**config.mk**
```make
export PLATFORM = sky130hd
export DESIGN_NAME = palette_gradient_pixel_generator
export DESIGN_NICKNAME = d
export VERILOG_FILES = /design/src/hdl/pgg_pkg.sv /design/src/hdl/pgg_ram.sv /design/src/hdl/pgg_div.sv /design/src/hdl/pgg_front.sv /design/src/hdl/pgg_back.sv /design/src/hdl/palette_gradient_pixel_generator.sv
export SDC_FILE = /design/constraint.sdc
export NUM_CORES = 2
export LEC_CHECK = 0
export BUFFER_PORTS_ARGS = -buffer_cell sky130_fd_sc_hd__buf_2
export CORE_MARGIN = 3
export CORE_UTILIZATION = 59
export CTS_CLUSTER_DIAMETER = 80
export DETAILED_ROUTE_END_ITERATION = 8
export PLACE_DENSITY = 0.86
export SYNTH_ARGS = -nofsm -noshare
export SYNTH_HDL_FRONTEND = slang
export SYNTH_HIERARCHICAL = 1
export SYNTH_SLANG_ARGS = --single-unit
export TNS_END_PERCENT = 100
```
**constraint.sdc**
```tcl
create_clock -name clk -period 104 [get_ports clk]
set_input_delay 5.2 -clock clk [delete_from_list [all_inputs] [get_ports clk]]
set_output_delay 5.2 -clock clk [all_outputs]
set_load 0.005 [all_outputs]
```
**src/hdl/pgg_pkg.sv**
```systemverilog
package pgg_pkg;

  // palette and strip limits
  localparam int MAX_COLOURS = 10;
  localparam int MAX_PIXELS  = 1024;
  localparam int PAL_AW      = $clog2(MAX_COLOURS);

  // request kinds
  localparam logic REQ_LOAD   = 1'b0;
  localparam logic REQ_RENDER = 1'b1;

  // configuration register indexes
  localparam logic [1:0] REG_EFFECT_LENGTH = 2'd0;
  localparam logic [1:0] REG_EFFECT_STEPS  = 2'd1;
  localparam logic [1:0] REG_START_FAR     = 2'd2;
  localparam logic [1:0] REG_COLOUR_COUNT  = 2'd3;

  // front queue
  localparam int QUEUE_DEPTH = 4;
  localparam int QPTR_W      = $clog2(QUEUE_DEPTH);
  localparam int QCNT_W      = $clog2(QUEUE_DEPTH + 1);

  // pipelined divider: restoring, a few quotient bits per stage
  localparam int DIV_W               = 20;
  localparam int DIV_STEPS_PER_STAGE = 2;
  localparam int DIV_STAGES          = DIV_W / DIV_STEPS_PER_STAGE;

  // effective configuration, zero and out-of-range values already folded
  typedef struct packed {
    logic [7:0] len;
    logic [7:0] steps;
    logic       far;
    logic [3:0] ncol;
  } cfg_t;

  // one request as it travels from front to back
  typedef struct packed {
    logic        kind;
    logic [3:0]  slot;
    logic [23:0] rgb;
    logic [7:0]  step;
    logic [9:0]  pixel;
  } item_t;

  // divider working state: partial remainder and dividend/quotient shifter
  typedef struct packed {
    logic [7:0]       rem;
    logic [DIV_W-1:0] sh;
  } div_state_t;

  // a few restoring division steps
  function automatic div_state_t div_stage(div_state_t s, logic [7:0] divisor);
    div_state_t r;
    logic [8:0] t;
    r = s;
    for (int i = 0; i < DIV_STEPS_PER_STAGE; i++) begin
      t = {r.rem, r.sh[DIV_W-1]};
      if (t >= {1'b0, divisor}) begin
        r.rem = 8'(t - {1'b0, divisor});
        r.sh  = {r.sh[DIV_W-2:0], 1'b1};
      end else begin
        r.rem = t[7:0];
        r.sh  = {r.sh[DIV_W-2:0], 1'b0};
      end
    end
    return r;
  endfunction

  // (a * (256 - f) + b * f) >> 8, written as a + (b - a) * f / 256
  function automatic logic [7:0] blend_channel(logic [7:0] a, logic [7:0] b,
                                               logic [7:0] f);
    logic signed [8:0]  diff;
    logic signed [17:0] acc;
    diff = $signed({1'b0, b}) - $signed({1'b0, a});
    acc  = $signed({2'b00, a, 8'h00}) + diff * $signed({1'b0, f});
    return acc[15:8];
  endfunction

endpackage

```
**src/hdl/pgg_ram.sv**
```systemverilog
module pgg_ram #(
  parameter int  WIDTH  = 24,
  parameter int  DEPTH  = 16,
  localparam int ADDR_W = $clog2(DEPTH)
) (
  input  logic              clk,
  input  logic              wr_en,
  input  logic [ADDR_W-1:0] wr_addr,
  input  logic [WIDTH-1:0]  wr_data,
  input  logic              rd_en,
  input  logic [ADDR_W-1:0] rd_addr_a,
  input  logic [ADDR_W-1:0] rd_addr_b,
  output logic [WIDTH-1:0]  rd_data_a,
  output logic [WIDTH-1:0]  rd_data_b
);

  logic [WIDTH-1:0] mem [DEPTH];

  // one write port, two registered read ports
  always_ff @(posedge clk) begin
    if (wr_en) begin
      mem[wr_addr] <= wr_data;
    end
    if (rd_en) begin
      rd_data_a <= mem[rd_addr_a];
      rd_data_b <= mem[rd_addr_b];
    end
  end

endmodule

```
**src/hdl/pgg_div.sv**
```systemverilog
module pgg_div (
  input  logic                    clk,
  input  logic                    rst,
  input  logic                    en,
  input  logic                    in_valid,
  input  pgg_pkg::item_t          in_item,
  input  logic [pgg_pkg::DIV_W-1:0] dividend,
  input  logic [7:0]              divisor,
  output logic                    out_valid,
  output pgg_pkg::item_t          out_item,
  output logic [pgg_pkg::DIV_W-1:0] quotient,
  output logic [7:0]              remainder
);
  import pgg_pkg::*;

  logic [DIV_STAGES-1:0] stage_valid;
  item_t                 stage_item [DIV_STAGES];
  div_state_t            stage_div  [DIV_STAGES];
  div_state_t            stage_div_next [DIV_STAGES];

  // each stage resolves a few quotient bits of the item it holds
  always_comb begin
    stage_div_next[0] = div_stage('{rem: 8'h00, sh: dividend}, divisor);
    for (int k = 1; k < DIV_STAGES; k++) begin
      stage_div_next[k] = div_stage(stage_div[k-1], divisor);
    end
  end

  // valid bits
  always_ff @(posedge clk) begin
    if (rst) begin
      stage_valid <= '0;
    end else if (en) begin
      stage_valid <= {stage_valid[DIV_STAGES-2:0], in_valid};
    end
  end

  // payload shift
  always_ff @(posedge clk) begin
    if (en) begin
      stage_item[0] <= in_item;
      for (int k = 1; k < DIV_STAGES; k++) begin
        stage_item[k] <= stage_item[k-1];
      end
      for (int k = 0; k < DIV_STAGES; k++) begin
        stage_div[k] <= stage_div_next[k];
      end
    end
  end

  assign out_valid = stage_valid[DIV_STAGES-1];
  assign out_item  = stage_item[DIV_STAGES-1];
  assign quotient  = stage_div[DIV_STAGES-1].sh;
  assign remainder = stage_div[DIV_STAGES-1].rem;

endmodule

```
**src/hdl/pgg_front.sv**
```systemverilog
module pgg_front (
  input  logic           clk,
  input  logic           rst,
  input  pgg_pkg::cfg_t  cfg,
  input  logic           in_valid,
  output logic           in_ready,
  input  pgg_pkg::item_t in_item,
  output logic           q_valid,
  output pgg_pkg::item_t q_item,
  input  logic           pop
);
  import pgg_pkg::*;

  item_t             queue [QUEUE_DEPTH];
  logic [QPTR_W-1:0] wr_ptr;
  logic [QPTR_W-1:0] rd_ptr;
  logic [QCNT_W-1:0] count;
  logic              keep;
  logic              push;

  // classify: bad load slots, steps past the cycle and off-strip pixels are dropped
  always_comb begin
    if (in_item.kind == REQ_LOAD) begin
      keep = 32'(in_item.slot) < MAX_COLOURS;
    end else begin
      keep = (in_item.step <= cfg.steps) && (32'(in_item.pixel) < MAX_PIXELS);
    end
  end

  assign in_ready = count != QCNT_W'(QUEUE_DEPTH);
  assign push     = in_valid && in_ready && keep;
  assign q_valid  = count != '0;
  assign q_item   = queue[rd_ptr];

  // queue pointers and fill count
  always_ff @(posedge clk) begin
    if (rst) begin
      wr_ptr <= '0;
      rd_ptr <= '0;
      count  <= '0;
    end else begin
      if (push) begin
        wr_ptr <= (wr_ptr == QPTR_W'(QUEUE_DEPTH - 1)) ? '0 : wr_ptr + 1'b1;
      end
      if (pop) begin
        rd_ptr <= (rd_ptr == QPTR_W'(QUEUE_DEPTH - 1)) ? '0 : rd_ptr + 1'b1;
      end
      if (push && !pop) begin
        count <= count + 1'b1;
      end else if (pop && !push) begin
        count <= count - 1'b1;
      end
    end
  end

  // queue storage
  always_ff @(posedge clk) begin
    if (push) begin
      queue[wr_ptr] <= in_item;
    end
  end

`ifndef SYNTHESIS
  a_count_bound: assert property (@(posedge clk) disable iff (rst)
    count <= QCNT_W'(QUEUE_DEPTH))
    else $error("queue count past depth");

  a_count_grow: assert property (@(posedge clk) disable iff (rst)
    (push && !pop) |=> count == $past(count) + 1'b1)
    else $error("queue count missed a push");
`endif

endmodule

```
**src/hdl/pgg_back.sv**
```systemverilog
module pgg_back (
  input  logic           clk,
  input  logic           rst,
  input  pgg_pkg::cfg_t  cfg,
  input  logic           q_valid,
  input  pgg_pkg::item_t q_item,
  output logic           pop,
  output logic           out_valid,
  input  logic           out_ready,
  output logic [9:0]     out_pixel,
  output logic [7:0]     red_level,
  output logic [7:0]     green_level,
  output logic [7:0]     blue_level
);
  import pgg_pkg::*;

  logic adv;

  logic        s0_valid;
  item_t       s0_item;
  logic [17:0] s0_prod;

  logic             d1_valid;
  item_t            d1_item;
  logic [DIV_W-1:0] d1_quo;
  logic [7:0]       d1_rem;

  logic        s1_valid;
  item_t       s1_item;
  logic [18:0] s1_x;
  logic [17:0] q;

  logic             d2_valid;
  item_t            d2_item;
  logic [DIV_W-1:0] d2_quo;
  logic [7:0]       d2_rem;

  logic        s2_valid;
  item_t       s2_item;
  logic [11:0] s2_v;

  logic             d3_valid;
  item_t            d3_item;
  logic [DIV_W-1:0] d3_quo;
  logic [7:0]       d3_rem;

  logic        s3_valid;
  item_t       s3_item;
  logic [7:0]  s3_f;

  logic [3:0]        seg;
  logic [3:0]        nxt;
  logic              pal_we;
  logic [23:0]       pal_a;
  logic [23:0]       pal_b;

  // whole pipeline moves unless a finished pixel is waiting
  assign adv = !out_valid || out_ready;
  assign pop = adv && q_valid;

  // offset numerator: pixel * steps
  always_ff @(posedge clk) begin
    if (rst) begin
      s0_valid <= 1'b0;
    end else if (adv) begin
      s0_valid <= q_valid;
    end
  end

  always_ff @(posedge clk) begin
    if (adv) begin
      s0_item <= q_item;
      s0_prod <= 18'(q_item.pixel) * 18'(cfg.steps);
    end
  end

  // offset along the strip: q = pixel * steps / length
  pgg_div u_div_offset (
    .clk      (clk),
    .rst      (rst),
    .en       (adv),
    .in_valid (s0_valid),
    .in_item  (s0_item),
    .dividend (DIV_W'(s0_prod)),
    .divisor  (cfg.len),
    .out_valid(d1_valid),
    .out_item (d1_item),
    .quotient (d1_quo),
    .remainder(d1_rem)
  );

  assign q = d1_quo[17:0];

  // raw position: step + q, or |step - q| from the far side
  always_ff @(posedge clk) begin
    if (rst) begin
      s1_valid <= 1'b0;
    end else if (adv) begin
      s1_valid <= d1_valid;
    end
  end

  always_ff @(posedge clk) begin
    if (adv) begin
      s1_item <= d1_item;
      if (!cfg.far) begin
        s1_x <= 19'(d1_item.step) + 19'(q);
      end else if (18'(d1_item.step) >= q) begin
        s1_x <= 19'(18'(d1_item.step) - q);
      end else begin
        s1_x <= 19'(q - 18'(d1_item.step));
      end
    end
  end

  // position modulo steps
  pgg_div u_div_wrap (
    .clk      (clk),
    .rst      (rst),
    .en       (adv),
    .in_valid (s1_valid),
    .in_item  (s1_item),
    .dividend (DIV_W'(s1_x)),
    .divisor  (cfg.steps),
    .out_valid(d2_valid),
    .out_item (d2_item),
    .quotient (d2_quo),
    .remainder(d2_rem)
  );

  // scale to palette: pm * colours; far side maps r to (steps - r) mod steps
  always_ff @(posedge clk) begin
    if (rst) begin
      s2_valid <= 1'b0;
    end else if (adv) begin
      s2_valid <= d2_valid;
    end
  end

  always_ff @(posedge clk) begin
    if (adv) begin
      s2_item <= d2_item;
      if (cfg.far && d2_rem != 8'h00) begin
        s2_v <= 12'(cfg.steps - d2_rem) * 12'(cfg.ncol);
      end else begin
        s2_v <= 12'(d2_rem) * 12'(cfg.ncol);
      end
    end
  end

  // segment and 8-bit fraction in one quotient: pm * n * 256 / steps
  pgg_div u_div_segment (
    .clk      (clk),
    .rst      (rst),
    .en       (adv),
    .in_valid (s2_valid),
    .in_item  (s2_item),
    .dividend (DIV_W'({s2_v, 8'h00})),
    .divisor  (cfg.steps),
    .out_valid(d3_valid),
    .out_item (d3_item),
    .quotient (d3_quo),
    .remainder(d3_rem)
  );

  // neighbor entry wraps to zero after the last colour in use
  always_comb begin
    seg = d3_quo[11:8];
    if (({1'b0, seg} + 5'd1) >= {1'b0, cfg.ncol}) begin
      nxt = 4'd0;
    end else begin
      nxt = seg + 4'd1;
    end
  end

  // loads write the palette at the same stage where renders read it
  assign pal_we = adv && d3_valid && (d3_item.kind == REQ_LOAD)
                  && (32'(d3_item.slot) < MAX_COLOURS);

  pgg_ram #(
    .WIDTH(24),
    .DEPTH(MAX_COLOURS)
  ) u_palette (
    .clk      (clk),
    .wr_en    (pal_we),
    .wr_addr  (d3_item.slot[PAL_AW-1:0]),
    .wr_data  (d3_item.rgb),
    .rd_en    (adv),
    .rd_addr_a(seg[PAL_AW-1:0]),
    .rd_addr_b(nxt[PAL_AW-1:0]),
    .rd_data_a(pal_a),
    .rd_data_b(pal_b)
  );

  always_ff @(posedge clk) begin
    if (rst) begin
      s3_valid <= 1'b0;
    end else if (adv) begin
      s3_valid <= d3_valid;
    end
  end

  always_ff @(posedge clk) begin
    if (adv) begin
      s3_item <= d3_item;
      s3_f    <= d3_quo[7:0];
    end
  end

  // blend and output register; only renders produce a pixel
  always_ff @(posedge clk) begin
    if (rst) begin
      out_valid <= 1'b0;
    end else if (adv) begin
      out_valid <= s3_valid && (s3_item.kind == REQ_RENDER);
    end
  end

  always_ff @(posedge clk) begin
    if (adv) begin
      out_pixel   <= s3_item.pixel;
      red_level   <= blend_channel(pal_a[23:16], pal_b[23:16], s3_f);
      green_level <= blend_channel(pal_a[15:8], pal_b[15:8], s3_f);
      blue_level  <= blend_channel(pal_a[7:0], pal_b[7:0], s3_f);
    end
  end

`ifndef SYNTHESIS
  a_stall_holds: assert property (@(posedge clk) disable iff (rst)
    !adv |=> (s0_valid == $past(s0_valid)) && (s1_valid == $past(s1_valid))
             && (s3_valid == $past(s3_valid)))
    else $error("pipeline moved during stall");

  a_pop_legal: assert property (@(posedge clk) disable iff (rst)
    pop |-> adv && q_valid)
    else $error("queue popped without room");

  a_load_no_pixel: assert property (@(posedge clk) disable iff (rst)
    (adv && s3_valid && s3_item.kind == REQ_LOAD) |=> !out_valid)
    else $error("load produced a pixel");
`endif

endmodule

```
**src/hdl/palette_gradient_pixel_generator.sv**
```systemverilog
// Palette gradient pixel generator.
// Input channel (in_valid/in_ready): req_type 0 loads palette_rgb into
// palette_slot; req_type 1 renders pixel_pos at anim_step. Loads and renders
// that name a bad slot or a step past effect_steps are taken and dropped.
// Output channel (out_valid/out_ready): one blended colour per render, in
// order, with the pixel index echoed on out_pixel.
// Configuration: cfg_we writes cfg_data to register cfg_index (effect_length,
// effect_steps, start_far, colour_count); write only while no item is in flight.
// Throughput: one item per cycle while the output is not stalled. Path of a render:
// the front queue, three 10-stage dividers (strip offset, position wrap,
// segment/fraction), then palette read and blend stages.
// Stall: a held transfer on the output freezes the whole back pipeline; the
// 4-entry front queue keeps taking items until it fills, then drops in_ready.
// Reset (synchronous, rst high) empties queue and pipeline and restores
// length 1, steps 1, near side, one colour. Palette contents are undefined
// until loaded.
module palette_gradient_pixel_generator (
  input  logic        clk,
  input  logic        rst,
  input  logic        cfg_we,
  input  logic [1:0]  cfg_index,
  input  logic [7:0]  cfg_data,
  input  logic        in_valid,
  output logic        in_ready,
  input  logic        req_type,
  input  logic [3:0]  palette_slot,
  input  logic [23:0] palette_rgb,
  input  logic [7:0]  anim_step,
  input  logic [9:0]  pixel_pos,
  output logic        out_valid,
  input  logic        out_ready,
  output logic [9:0]  out_pixel,
  output logic [7:0]  red_level,
  output logic [7:0]  green_level,
  output logic [7:0]  blue_level
);
  import pgg_pkg::*;

  logic [7:0] effect_length;
  logic [7:0] effect_steps;
  logic       start_far;
  logic [3:0] colour_count;
  cfg_t       cfg;
  item_t      in_item;
  logic       q_valid;
  item_t      q_item;
  logic       pop;

  // configuration registers
  always_ff @(posedge clk) begin
    if (rst) begin
      effect_length <= 8'd1;
      effect_steps  <= 8'd1;
      start_far     <= 1'b0;
      colour_count  <= 4'd1;
    end else if (cfg_we) begin
      case (cfg_index)
        REG_EFFECT_LENGTH: effect_length <= cfg_data;
        REG_EFFECT_STEPS:  effect_steps  <= cfg_data;
        REG_START_FAR:     start_far     <= cfg_data[0];
        REG_COLOUR_COUNT:  colour_count  <= cfg_data[3:0];
        default: begin
        end
      endcase
    end
  end

  // fold zero and oversize settings into usable values
  always_comb begin
    cfg.len   = (effect_length == 8'd0) ? 8'd1 : effect_length;
    cfg.steps = (effect_steps == 8'd0) ? 8'd1 : effect_steps;
    cfg.far   = start_far;
    if (colour_count == 4'd0) begin
      cfg.ncol = 4'd1;
    end else if (32'(colour_count) > MAX_COLOURS) begin
      cfg.ncol = 4'(MAX_COLOURS);
    end else begin
      cfg.ncol = colour_count;
    end
  end

  assign in_item = '{kind: req_type, slot: palette_slot, rgb: palette_rgb,
                     step: anim_step, pixel: pixel_pos};

  pgg_front u_front (
    .clk     (clk),
    .rst     (rst),
    .cfg     (cfg),
    .in_valid(in_valid),
    .in_ready(in_ready),
    .in_item (in_item),
    .q_valid (q_valid),
    .q_item  (q_item),
    .pop     (pop)
  );

  pgg_back u_back (
    .clk        (clk),
    .rst        (rst),
    .cfg        (cfg),
    .q_valid    (q_valid),
    .q_item     (q_item),
    .pop        (pop),
    .out_valid  (out_valid),
    .out_ready  (out_ready),
    .out_pixel  (out_pixel),
    .red_level  (red_level),
    .green_level(green_level),
    .blue_level (blue_level)
  );

endmodule

```
## Word-level counts from Yosys, hierarchy flattened

Memory sizes are Yosys's and may differ from the RTL's. A register that Yosys moved wholly into a read port is not among the register bits.
Index checks and enable logic that the tools add are counted.

- Reductions and logical operators: 25
- Multipliers: 6
- Eq/ne operators: 6
- $lt $le $gt $ge: 66
- Add/sub/neg operators: 76
- Bitwise operators: 1
- Mux-type cells: 81

Operators with widths:

| operator | count |
|---|---|
| $mux W28 | 60 |
| $ge A9 B8 Y1 | 57 |
| $sub A8 B8 Y8 | 57 |
| $add A16 B16 Y16 | 3 |
| $mul A9 B9 Y16 | 3 |
| $mux W19 | 2 |
| $sub A8 B8 Y9 | 4 |
| $add A8 B18 Y19 | 1 |
| $sub A18 B8 Y19 | 1 |
| $sub A8 B18 Y19 | 1 |
| $ge A8 B18 Y1 | 1 |
| $mul A10 B8 Y18 | 1 |
| $ge A1 B8 Y1 const A | 2 |
| $logic_not A8 Y1 | 2 |
| $mux W8 | 2 |
| $sub A1 B8 Y8 const A | 2 |
| $mul A12 B4 Y12 | 1 |
| $mul A8 B4 Y12 | 1 |
| $mux W12 | 1 |
| $mux W4 | 3 |
| $logic_and A1 B1 Y1 | 10 |
| $eq A2 B2 Y1 const B | 4 |
| $ge A1 B8 Y1 | 1 |
| $le A8 B8 Y1 | 1 |
| 23 further kinds | 40 |

- Memories: 8
- Word-level logic and storage cells: 304
- Output and inout bits: 36
- Register bits: 259
- Bits in writable memories: 2678

Memory list:

| name | words | bits a word | read ports | clocked after Yosys merged registers in | wr ports | RTL line | source |
|---|---|---|---|---|---|---|---|
| u_back.u_div_offset.stage_item | 10 | 47 | 10 | 0 | 10 | pgg_div.sv:17 | `item_t stage_item [DIV_STAGES];` |
| u_back.u_div_segment.stage_item | 10 | 47 | 10 | 0 | 10 | pgg_div.sv:17 |  |
| u_back.u_div_wrap.stage_item | 10 | 47 | 10 | 1 | 10 | pgg_div.sv:17 |  |
| u_back.u_div_offset.stage_div | 10 | 28 | 10 | 0 | 10 | pgg_div.sv:18 | `div_state_t stage_div [DIV_STAGES];` |
| u_back.u_div_segment.stage_div | 10 | 28 | 10 | 0 | 10 | pgg_div.sv:18 |  |
| u_back.u_div_wrap.stage_div | 10 | 28 | 10 | 0 | 10 | pgg_div.sv:18 |  |
| +2 memories | n/a | n/a | n/a | n/a | n/a | n/a |  |

## Logic depth before layout (Yosys ltp)

- Word-level depth: 9
- Depth in mapped cells: 28

## Modules after synthesis

The synthesis kept the hierarchy.

Modules (own cells, without submodules):

| module | area an instance (um2) | cells each | instances | sequential area each (um2) |
|---|---|---|---|---|
| pgg_div at u_back.u_div_segment | 30994.7 | 1840 | 1 | 22721.8 |
| pgg_div at u_back.u_div_offset | 30862.1 | 1832 | 1 | 22721.8 |
| pgg_div at u_back.u_div_wrap | 30842.1 | 1869 | 1 | 22721.8 |
| pgg_back | 22850.7 | 2136 | 1 | 7397.1 |
| pgg_ram | 12913.6 | 800 | 1 | 8648.3 |
| pgg_front | 7492.2 | 327 | 1 | 5825.6 |
| palette_gradient_pixel_generator | 1003.5 | 109 | 1 | 420.4 |

## Worst setup path before layout

Ideal clock, no wire load.

- Path type: input-to-reg
- From: input out_ready
- To: memory u_back.u_palette.mem[0][0], enable pin
- Data arrival time: 84277 ps
- Stages on the path: 5
- Required time: 103565 ps
- Setup slack: 19288 ps
- Setup time: 435 ps
- Cells stage by stage: nand2b_1 clkbuf_1 and4b_1 or3b_2 nor3_1

- Longest elaborated chain between the ends: 6

RTL lines:

| what | RTL line | source |
|---|---|---|
| from (decl) | palette_gradient_pixel_generator.sv:31 | `input logic out_ready,` |
| $logic_or A1 B1 Y1 | pgg_back.sv:58 | `assign adv = !out_valid \|\| out_ready;` |
| via u_back.adv | pgg_back.sv:17 | `logic adv;` |
| $logic_and A1 B1 Y1 (2 in a row) | pgg_back.sv:177 | `assign pal_we = adv && d3_valid && (d3_item.kind == REQ_LOAD)` |
| $logic_and A1 B1 Y1 | pgg_back.sv:178 | `&& (32'(d3_item.slot) < MAX_COLOURS);` |
| via u_back.pal_we | pgg_back.sv:53 | `logic pal_we;` |
| $mux W1 | pgg_ram.sv:21 | `if (wr_en) begin` |
| $mux W1 (implied by the code) | pgg_ram.sv:22 | `mem[wr_addr] <= wr_data;` |
| to (decl) | pgg_ram.sv:17 | `logic [WIDTH-1:0] mem [DEPTH];` |

The timed path passes the listed nets, and every way through them passes these cells.

==> results.cfg <==
[status]
outcome = complete, but fails checks
violated_checks = DRC

[drt]
detail_route.wirelength_mm = 249
drtPass1Iterations = 9
routed_wl_per_cell_um = 21.1
drtAntennaViolNets = 0
detail_route.iter0.violations = 5961
route.vias.total = 71000
drt-vias-per-instance = 6.03
detail_route.drc_violations = 1

[critical_path]
arrival_ns = 11.18
critical_path.startpoint_type = input pin
critical_path.endpoint_type = register
cp_data_required_time_ns = 104.53
crit_path_max_fanout = 212
path_class = in2reg

[sta]
final_max_slew_viol_count = 0
final_min_period_over_clock_period = 0.102
worst_slew_pin_slew_ns = 1.28
post-route-min-period_ns = 10.66
clock_skew_ns = 0.0789
timing.max_slew.rel_slack = 0.140
setup_viol_count_final = 0
rsz_0062_raised_after_global_routing = false
fin_setup_tns_ns = 0
fin_hold_ws_ns = 0.383
max_clock_freq_mhz = 93.8
hold_viol = 0

[hold_path]
hp-class = reg2reg

[clock_tree]
cts_post_setup_buffers_inserted = 0
cts_max_path_buffers = 4
cts_root_buffer = sky130_fd_sc_hd__clkbuf_16
cts_num_sinks = 2644
postCtsHoldBufs = 0
tritoncts_clock_tree = yes
tritoncts.num_buffers = 281
clkLatencyLatePin_ns = 0.93
cts_resized = 0
level_count_of_the_clock_h_tree = 5
cts.clk_slew.worst_paths_ns = 0.06

[grt]
antenna_violations_before_repair = 4
grt_pass1_vias = 73700
pin_count_of_the_biggest_net_entering_global_routing = 213
track_usage = 0.228
overflow = 0
grt_first_pass_wirelength_mm = 394

[layout]
multi_input_area_mm2 = 0.0428
drive_above_1_share = 0.123
area.growth.synth_to_final_pct = 10.4
insertedDiodeCount = 0
nFillCells = 13500
register_area_mm2 = 0.0787
nets = 9867

[job]
cap_viol_max_count = 0

[placement]
gp_congestion = 0.867
portBuffers = 97
detailed_place_hpwl_mm = 150

[logic_synthesis]
synthesis.area_per_instance_um2 = 14.7
post_synthesis_cells = 8461
ys.warnings.count = 6
syn_std_cell_area_mm2 = 0.125

[floorplan]
core_footprint_mm2 = 0.210
fp.dieArea_mm2 = 0.217
design.portCount = 98
die_span_y_um = 466
dieWidth_um = 466
floorplan.initialDensity = 0.594
std_cell_rows = 168
==> critical path, cell delays in order <==
cell and delay [ns]:
sky130_fd_sc_hd__buf_2 0.08, sky130_fd_sc_hd__nand2b_4 0.27, sky130_fd_sc_hd__buf_4 0.72, sky130_fd_sc_hd__buf_12 0.75
sky130_fd_sc_hd__buf_4 0.90, sky130_fd_sc_hd__buf_4 0.89, sky130_fd_sc_hd__buf_12 0.73, sky130_fd_sc_hd__buf_4 1.04
==> state kept, by name, summed over array words and instances (netlist names), 11 cells and up, named ones only <==
name,cells
u_back/u_palette/rd_data_a,24
u_back/u_div_offset/stage_div,252
u_back/u_div_segment/stage_item,390
u_back/s2_v,12
u_back/s0_prod,18
u_back/s1_x,19
u_back/u_div_wrap/stage_item,390
u_back/s0_item,47
u_front/queue,188
u_back/u_div_offset/stage_item,470
u_back/u_palette/mem,240
u_back/s1_item,39
u_back/u_div_wrap/stage_div,170
u_back/u_div_segment/stage_div,204
u_back/s3_item,11
u_back/s2_item,39
u_back/u_palette/rd_data_b,24
==> per-layer routing <==
layer,global-route usage,wire length (µm)
met2,0.400,127000
met5,0,13
met1,0.275,94100
met4,0.108,12100
met3,0.0370,15300
==> final timing paths <==
path	start	end	slack, ns	cells after the start
max	out_ready	u_back/u_div_offset/stage_item[1][22]	93.34	8
min	u_back/u_div_segment/stage_item[6][45]	u_back/u_div_segment/stage_item[7][45]	0.38	0
max reg2reg	u_back/u_palette/rd_data_a[16]	u_back/red_level[6]	96.64	24
min reg2reg	u_back/u_div_segment/stage_item[6][45]	u_back/u_div_segment/stage_item[7][45]	0.38	0
==> cell usage in the layout, fill, tap and decap left out, types with 40 or more instances in the layout <==
cell                           n
sky130_fd_sc_hd__a21o_1      104
sky130_fd_sc_hd__a21oi_1     342
sky130_fd_sc_hd__a22o_1       48
sky130_fd_sc_hd__and2_1      171
sky130_fd_sc_hd__buf_2        97
sky130_fd_sc_hd__buf_4        84
sky130_fd_sc_hd__clkbuf_1     49
sky130_fd_sc_hd__clkbuf_16   287
sky130_fd_sc_hd__clkinv_1     40
sky130_fd_sc_hd__dfxtp_1      63
sky130_fd_sc_hd__edfxtp_1   2579
sky130_fd_sc_hd__fa_1        315
sky130_fd_sc_hd__ha_1        711
sky130_fd_sc_hd__inv_1       680
sky130_fd_sc_hd__mux2_2      359
sky130_fd_sc_hd__mux2i_1     205
sky130_fd_sc_hd__mux4_2       47
sky130_fd_sc_hd__nand2_1     471
sky130_fd_sc_hd__nand2b_1     91
sky130_fd_sc_hd__nand3_1      73
sky130_fd_sc_hd__nand4_1      79
sky130_fd_sc_hd__nor2_1      350
sky130_fd_sc_hd__nor2b_1     126
sky130_fd_sc_hd__nor3_1       91
sky130_fd_sc_hd__o21a_1       94
sky130_fd_sc_hd__o21ai_0     256
sky130_fd_sc_hd__o21bai_1     50
sky130_fd_sc_hd__o22ai_1      52
sky130_fd_sc_hd__o31ai_1      71
sky130_fd_sc_hd__xnor2_1     236
sky130_fd_sc_hd__xor2_1      107
==> stage by stage <==
step	cell area, µm²	instances	worst slack (ns)	utilization
2_1_floorplan	125000	8473	30.98	-
3_3_place_gp	129000	11300	92.78	0.614
3_5_place_dp	129000	11300	92.54	0.614
4_1_cts	138000	11800	93.50	0.656
5_1_grt	138000	11800	92.90	0.656
6_report	138000	11800	93.34	0.656
==> area by class of cell <==
| cell class | instances | area share |
|---|---|---|
| Clock inverter | 138 | 0.0104 |
| Inverter | 686 | 0.0187 |
| Sequential cell | 2644 | 0.572 |
| Clock buffer | 343 | 0.0542 |
| Timing Repair Buffer | 186 | 0.00883 |
| Multi-Input combinational cell | 4980 | 0.311 |
| Tap cell | 2805 | 0.0255 |
Power is not shown: default switching activity piles up to over one toggle a cycle in this logic, so the estimate is an artifact.
